File: config.mk
export PLATFORM = sky130hd
export DESIGN_NAME = nws_ctrl
export DESIGN_NICKNAME = d
export VERILOG_FILES = /design/src/rtl/nws_pkg.sv /design/src/rtl/nws_ctrl.sv
export SDC_FILE = /design/constraint.sdc
export NUM_CORES = 1
export LEC_CHECK = 0
export BUFFER_PORTS_ARGS = -buffer_cell sky130_fd_sc_hd__buf_2
export CAP_MARGIN = 30
export CORE_AREA = 4 4 41 43
export DETAILED_ROUTE_END_ITERATION = 12
export DIE_AREA = 0 0 45 47
export PLACE_DENSITY_LB_ADDON = 0.15
export SYNTH_ARGS = -nofsm -noshare
export SYNTH_HDL_FRONTEND = slang
export SYNTH_SLANG_ARGS = --single-unit
File: constraint.sdc
create_clock -name clk_i -period 1.7 [get_ports clk_i]
set_input_delay 0.17 -clock clk_i [delete_from_list [all_inputs] [get_ports clk_i]]
set_output_delay 0.17 -clock clk_i [all_outputs]
set_load 0.02 [all_outputs]
File: src/rtl/nws_pkg.sv
// Shared types and constants for the nearest waypoint search block.
package nws_pkg;

  localparam int INDEX_W    = 10;
  localparam int SPEED_W    = 16;
  localparam int PATH_LEN_W = 11;
  localparam int CFG_IDX_W  = 1;
  localparam int CFG_DATA_W = 11;

  localparam logic [CFG_IDX_W-1:0] REG_PATH_LENGTH    = 1'b0;
  localparam logic [CFG_IDX_W-1:0] REG_HORIZON_POINTS = 1'b1;

  localparam logic OP_LOAD  = 1'b0;
  localparam logic OP_QUERY = 1'b1;

  localparam logic [PATH_LEN_W-1:0] PATH_LEN_RESET = 11'd1;
  localparam logic [INDEX_W-1:0]    HORIZON_RESET  = 10'd30;

  // Commands from the controller to the datapath.
  typedef struct packed {
    logic wr_en;     // write the requested waypoint into the table
    logic start;     // clear the scan counter, capture the vehicle position
    logic rd_en;     // read the entry under the scan counter and advance
    logic load_out;  // move the winner into the output registers
  } nws_cmd_t;

  // Status from the datapath to the controller.
  typedef struct packed {
    logic at_last;    // scan counter sits on the last valid entry
    logic scan_done;  // last entry has passed the compare stage
  } nws_sts_t;

endpackage

File: src/rtl/nws_ctrl.sv
// Controller state machine: sequences loads, scans and result hand-off.
module nws_ctrl (
  input  logic              clk_i,
  input  logic              rst_ni,
  input  logic              in_valid_i,
  input  logic              opcode_i,
  input  logic              out_stall_i,
  input  nws_pkg::nws_sts_t sts_i,
  output logic              in_stall_o,
  output logic              out_valid_o,
  output nws_pkg::nws_cmd_t cmd_o
);
  import nws_pkg::*;

  typedef enum logic [1:0] {
    ST_IDLE,
    ST_SCAN,
    ST_DRAIN,
    ST_FINISH
  } state_e;

  state_e   state_q;
  logic     out_valid_q;
  logic     accept;
  nws_cmd_t cmd;

  always_comb begin
    accept       = in_valid_i && (state_q == ST_IDLE);
    cmd          = '0;
    cmd.wr_en    = accept && (opcode_i == OP_LOAD);
    cmd.start    = accept && (opcode_i == OP_QUERY);
    cmd.rd_en    = (state_q == ST_SCAN);
    cmd.load_out = (state_q == ST_FINISH) && (!out_valid_q || !out_stall_i);
  end

  always_ff @(posedge clk_i or negedge rst_ni) begin
    if (!rst_ni) begin
      state_q     <= ST_IDLE;
      out_valid_q <= 1'b0;
    end else begin
      case (state_q)
        ST_IDLE: begin
          if (cmd.start) begin
            state_q <= ST_SCAN;
          end
        end
        ST_SCAN: begin
          if (sts_i.at_last) begin
            state_q <= ST_DRAIN;
          end
        end
        ST_DRAIN: begin
          if (sts_i.scan_done) begin
            state_q <= ST_FINISH;
          end
        end
        ST_FINISH: begin
          if (cmd.load_out) begin
            state_q <= ST_IDLE;
          end
        end
        default: state_q <= ST_IDLE;
      endcase

      // hold the result until the far side takes it
      if (cmd.load_out) begin
        out_valid_q <= 1'b1;
      end else if (!out_stall_i) begin
        out_valid_q <= 1'b0;
      end
    end
  end

  assign cmd_o       = cmd;
  assign in_stall_o  = (state_q != ST_IDLE);
  assign out_valid_o = out_valid_q;

  a_no_overwrite: assert property (@(posedge clk_i) disable iff (!rst_ni)
    cmd.load_out |-> !(out_valid_q && out_stall_i))
    else $error("pending result overwritten");

  a_start_scans: assert property (@(posedge clk_i) disable iff (!rst_ni)
    cmd.start |=> (state_q == ST_SCAN))
    else $error("query did not start a scan");

  a_scan_ends: assert property (@(posedge clk_i) disable iff (!rst_ni)
    (state_q == ST_SCAN && sts_i.at_last) |=> (state_q == ST_DRAIN))
    else $error("scan overran the last entry");

  a_result_source: assert property (@(posedge clk_i) disable iff (!rst_ni)
    $rose(out_valid_q) |-> ($past(state_q) == ST_FINISH))
    else $error("result raised outside the finish step");

endmodule

==> results of run 1 <==
-- sequential cells by signal, indices dropped and copies added, names as in the netlist --
name / count
out_valid_o: 1
state_q: 2
-- power by group through the flow --
stage | clock network (uW) | logic, uW | registers (uW)
after floorplan | 0 | 285 | 152
after global placement | 0 | 389 | 143
after detailed placement | 0 | 396 | 145
after CTS | 133 | 398 | 144
after global routing | 135 | 430 | 149
final | 125 | 389 | 143
-- final timing paths --
path / startpoint / endpoint / slack [ns] / cells after the start
setup / recovery: state_q[0]$_DFFE_PN0P_ / state_q[1]$_DFFE_PN0P_ / 0.25 / 5
hold / removal: out_stall_i / out_valid_o$_DFFE_PN0P_ / 0.18 / 2
setup reg to reg: state_q[0]$_DFFE_PN0P_ / state_q[1]$_DFFE_PN0P_ / 0.25 / 5
hold reg to reg: out_valid_o$_DFFE_PN0P_ / out_valid_o$_DFFE_PN0P_ / 0.52 / 1
max in group asynchronous: rst_ni / out_valid_o$_DFFE_PN0P_ / 1.34 / 2
min in group asynchronous: rst_ni / state_q[1]$_DFFE_PN0P_ / 0.26 / 2
-- area by class of cell --
| class | count | area (sq um) | share of cell area |
|---|---|---|---|
| well taps | 15 | 18.8 | 0.0528 |
| clock buffers | 4 | 26.3 | 0.0739 |
| repair buffers | 13 | 70.1 | 0.197 |
| inverters | 3 | 11.3 | 0.0317 |
| multi-input cells | 17 | 154 | 0.433 |
| flip-flops and latches | 3 | 75.1 | 0.211 |
-- layer usage --
metal	wire (um)	up-vias
met5	0	-
met1	176	92
met2	233	10
met4	14	0
li1	-	112
met3	55	2
-- cells in the final DEF (no fill, tap or decap) --
master	netlist	final
and3_2	1	1
a21oi_1	1	1
nand2b_2	1	1
buf_2	0	12
a21boi_0	1	1
and2_1	1	1
nor2_1	1	1
ha_1	4	4
and4bb_2	1	1
a21o_1	1	1
clkbuf_1	0	1
dfrtp_1	3	3
nand2_1	1	1
dlygate4sd3_1	0	1
clkbuf_4	0	3
inv_1	3	3
nand3_1	1	1
mux2_4	1	1
o2111ai_2	1	1
nand2b_1	1	1
-- through the flow --
| stage | utilization | instance area (sq um) | total power, uW | setup WS [ns] | hold slack, ns |
|---|---|---|---|---|---|
| 6_report | 0.273 | 355 | 657 | 0.248 | 0.177 |
| 4_1_cts | 0.273 | 355 | 675 | 0.232 | 0.171 |
| 3_5_place_dp | 0.245 | 319 | 540 | 0.241 | -0.0326 |
| 5_1_grt | 0.273 | 355 | 715 | 0.156 | 0.187 |
| 2_1_floorplan | - | 240 | 438 | 0.258 | -0.126 |
| 3_3_place_gp | 0.245 | 319 | 532 | 0.259 | -0.0340 |
-- cell families (layout without fill, tap and decap cells) --
family                     Yosys count  count (layout)  share of synthesized area
AOI/OAI and AO/OA                    4               4                      0.146
adders and majority gates            4               4                      0.208
buffers and inverters                3              20                     0.0469
DFF                                  3               3                      0.312
muxes                                1               1                     0.0625
and+or+nand+nor                      8               8                      0.224
==> run summary, run 1 <==
Final Non-Filler Cells = 55
PwrDens = 1850 nW/um^2
CTS Buf Count = 3
Switch share = 0.418
Vias = 216
Worst-path cell chain = inv_1 > ha_1 > inv_1 > o2111ai_2 > mux2_4
Vias per std cell = 3.93
Final nets = 52
Row count = 13
Flops & latches, synth = 3
Hold buffers post-CTS = 1
CP top delay family = flip-flops
Post-CTS setup buffers = 0
GR Util met1 = 0.0435
Hold Crit Class = in2reg
Net Switching = 275 uW
Global placement routability congestion = 0.684
RSZ-0062 raised after global routing = false
Core area = 1300 sq um
GR Util met2 = 0.0904
I/O Buffers = 12
IO Count = 13
H-tree depth = 1
Die ar. = 2120 sq um
Average wire per standard cell = 8.73 um
Commonest cells in the netlist = ha_1, dfrtp_1, inv_1
CP endpoint kind = flip-flop
Diodes inserted = 0
Crit path buf inv count = 2
Pin count of the biggest net entering global routing = 5
Layout cell share with drive strength beyond 1 = 0.500
Grt peak-use layer = met2
Initial core utilization = 0.185
Period utilization = 0.854
Worst skew pair latency = 0.23 ns
Worst-Margin Slew = 0.208 ns
Layout fillers = 145
Post-synth EDFFs = 0
Synth Warn # = 0
Worst relative slew slack = 0.861
DIE HEIGHT = 47 um
Worst EP arrival = 1.56 ns
Clock power frac = 0.191
Cell Int Power = 382 uW
Sequential share of power = 0.217
Vias in the first global route = 209
Final wirelength = 480 um
# DRC = 0
CTS tree = done
Post-Syn Instances = 23
Yosys cell types = 16
Worst path required time = 1.81 ns
DR iter-0 viols = 3
Yosys top cell by area = dfrtp_1
Dominant synthesized flop cell = dfrtp_1
Fin. max-slew vios = 0
Final min period = 1.45 ns
Worst setup SP type = flip-flop
Grt total ovfl = 0
Setup TNS = 0 ns
Final Hold Fails = 0
First-pass GRT wire length = 765 um
F_max = 689 MHz
Synth Area per Inst = 10.4 sq um
Clock Skew = 0.000744 ns
Post-synthesis sequential area ratio = 0.313
Top-area cell type share of the netlist area = 0.313
Synth Cell Area = 240 sq um
Resized Gates After CTS = 0
Antenna violations before repair = 0
Cells after DPL = 50
Leak Pwr = 0.000196 uW
Max VDD drop = 0.728 mV
P&R area growth vs syn = 47.9%
DPL Wire Length = 415 um
Worst Path Max Fanout = 4
Synthesized Nets = 34
FFs w/ async S/R, synth = 1.00
Status = completed
Count leader, synth = ha_1
Critical path type = reg2reg
Setup Viol. Count Final = 0
Slowest stage delay, CP = 0.39 ns
DRT antenna net count = 0
Slowest-stage cell, CP = dfrtp_1
Met3 GRT Util = 0.0153
Comb power frac = 0.592
Max_cap viols = 0
Worst path most repeated cell = inv_1
Worst-path clk slew = 0.04 ns
Clock root buffer = clkbuf_4
Total track usage = 0.0554
Clock sinks = 3
Die X = 45 um
Top post-synthesis cells by area = dfrtp_1, ha_1, mux2_4
Clock Path Buffers = 2
TritonRoute pass-1 iters = 2
(Power assumes the default switching activity.)
==> inputs of run 2 (changes only) <==
Settings changed: ABC_AREA set to 1.
==> run 2 against run 1 <==
  * Global-route usage up 0.30 points
  * Flip-flop and latch count unchanged
  * First-iteration DRC count down 100%
  * Via count up 13%
  * Register-to-register slack better by 0.22 ns
  * Critical endpoint is now cmd_o[2]
  * Non-clock buffer count unchanged
  * Clock power about the same
  * Die area unchanged
  * Synthesized area up 4.2%
  * Largest power group unchanged
  * Synthesized cell count up 48%
==> run summary, run 2 <==
Status = completed
Antenna violations before repair = 0
# DRC = 0
Commonest cells in the netlist = nand2_1, inv_1, ha_1, dfrtp_1
Final Non-Filler Cells = 66
CTS Buf Count = 3
Layout cell share with drive strength beyond 1 = 0.431
DPL Wire Length = 428 um
Fin. max-slew vios = 0
Vias = 245
Worst setup SP type = flip-flop
Clock sinks = 3
DRT antenna net count = 0
CP endpoint kind = output port
Post-synthesis sequential area ratio = 0.300
Hold Crit Class = in2reg
F_max = 694 MHz
Top post-synthesis cells by area = dfrtp_1, ha_1, nand2_1
Diodes inserted = 0
Pin count of the biggest net entering global routing = 5
Most frequent cells in the layout = buf_2, nand2_1, inv_1, ha_1
Clock Path Buffers = 2
Hold buffers post-CTS = 1
Cells after DPL = 61
Top-area cell type share of the netlist area = 0.300
Worst-Margin Slew = 0.159 ns
Commonest non-fill, non-tap cell in the layout = buf_2
Max_cap viols = 0
Hold Path Stages = 3
Count leader, synth = nand2_1
Core area = 1300 sq um
First-pass GRT wire length = 834 um
Worst skew pair latency = 0.23 ns
Final Core Density = 0.281
Vias in the first global route = 218
Final nets = 63
Post-CTS setup buffers = 0
Yosys cell types = 14
Worst Reg-to-Reg Cells = 8
Worst path required time = 1.53 ns
Row count = 13
H-tree depth = 1
Synth Cell Area = 250 sq um
Die X = 45 um
Flops & latches, synth = 3
Average wire per standard cell = 7.67 um
Clock Skew = 0.00120 ns
Max reg flops = 2
Worst-path clk slew = 0.04 ns
Setup ws final = 0.260 ns
FFs w/ async S/R, synth = 1.00
Synthesized Nets = 45
Synth Area per Inst = 7.36 sq um
Vias per std cell = 3.71
Yosys top cell by area = dfrtp_1
Leak Pwr = 0.000217 uW
Resized Gates After CTS = 0
IO Count = 13
Worst Path Max Fanout = 4
Post-Syn Instances = 34
Dpl ws = 0.453 ns
I/O Buffers = 12
Setup Viol. Count Final = 0
DR iter-0 viols = 0
Die ar. = 2120 sq um
RSZ-0062 raised after global routing = false
Period utilization = 0.847
TritonRoute pass-1 iters = 1
Setup TNS = 0 ns
Synth Warn # = 0
Max VDD drop = 0.355 mV
Clock root buffer = clkbuf_4
Final wirelength = 506 um
CTS tree = done
P&R area growth vs syn = 46.0%
Global placement routability congestion = 0.598
Worst relative slew slack = 0.894
Final Hold Fails = 0
Critical path type = reg2out
Grt total ovfl = 0
Biggest register = state_q
Total track usage = 0.0585
Initial core utilization = 0.192
Dominant synthesized flop cell = dfrtp_1
PwrDens = 1790 nW/um^2
DIE HEIGHT = 47 um
Final min period = 1.44 ns
Worst EP arrival = 1.27 ns
Post-synth EDFFs = 0
[run 2: cell types whose count changed in the layout (fill, tap and decap cells not counted), moves of 2 or more]
cell     before  now
nand2_1       1    7
inv_1         3    6
nand2_2       0    2
nor2_2        0    2
[run 2: worst paths after layout]
path | from | endpoint | slack [ns]
min reg2reg | out_valid_o$_DFFE_PN0P_ | out_valid_o$_DFFE_PN0P_ | 0.52
min | out_stall_i | out_valid_o$_DFFE_PN0P_ | 0.18
max in group asynchronous | rst_ni | state_q[0]$_DFFE_PN0P_ | 1.34
max reg2reg | state_q[0]$_DFFE_PN0P_ | state_q[1]$_DFFE_PN0P_ | 0.47
max | state_q[0]$_DFFE_PN0P_ | cmd_o[2] | 0.26
min in group asynchronous | rst_ni | out_valid_o$_DFFE_PN0P_ | 0.26
[run 2: logic make-up (layout without fill, tap and decap cells)]
logic type / Yosys count / in the layout / share of synthesized area
and+or+nand+nor: 16 / 16 / 0.300
DFF: 3 / 3 / 0.300
adders and majority gates: 4 / 4 / 0.200
AOI/OAI and AO/OA: 3 / 3 / 0.0750
buffers and inverters: 8 / 25 / 0.125
[run 2: cell type report]
| cell class | instances | area, sq um |
|---|---|---|
| clock buffers | 4 | 26.3 |
| well taps | 15 | 18.8 |
| fillers | 154 | 936 |
| flip-flops and latches | 3 | 75.1 |
| inverters | 8 | 31.3 |
| repair buffers | 13 | 70.1 |
| multi-input cells | 23 | 144 |
[run 2: report_power, final]
| part | leakage (uW) | switching [uW] | internal, uW |
|---|---|---|---|
| Sequential | 0.0000371 | 38.0 | 109 |
| Combinational | 0.000165 | 238 | 144 |
| Clock | 0.0000150 | 36.5 | 87.9 |
| Total | 0.000217 | 312 | 341 |
[run 2: through the flow]
step | hold slack (ns) | cell area, sq um | power, uW
finish | 0.180 | 365 | 653
global route | 0.189 | 365 | 742
CTS | 0.171 | 365 | 673
detailed placement | -0.0314 | 329 | 536
global placement | -0.0322 | 329 | 540
floorplan | -0.126 | 250 | 432
[run 2: worst max-delay path, stage by stage, from the launching register on]
cell	delay [ns]
dfrtp_1	0.41
inv_1	0.10
ha_1	0.20
nand2_1	0.08
nor2_1	0.08
buf_2	0.16
[run 2: metal layers]
| layer | up-vias | share of wire | GRT usage | routed length (um) |
|---|---|---|---|---|
| li1 | 134 | - | - | - |
| met1 | 100 | 0.41 | 0.0659 | 209 |
| met2 | 11 | 0.43 | 0.0847 | 220 |
| met3 | 0 | 0.15 | 0.0460 | 77 |
| met4 | 0 | 0 | 0.0175 | 0 |
| met5 | - | 0 | 0 | 0 |
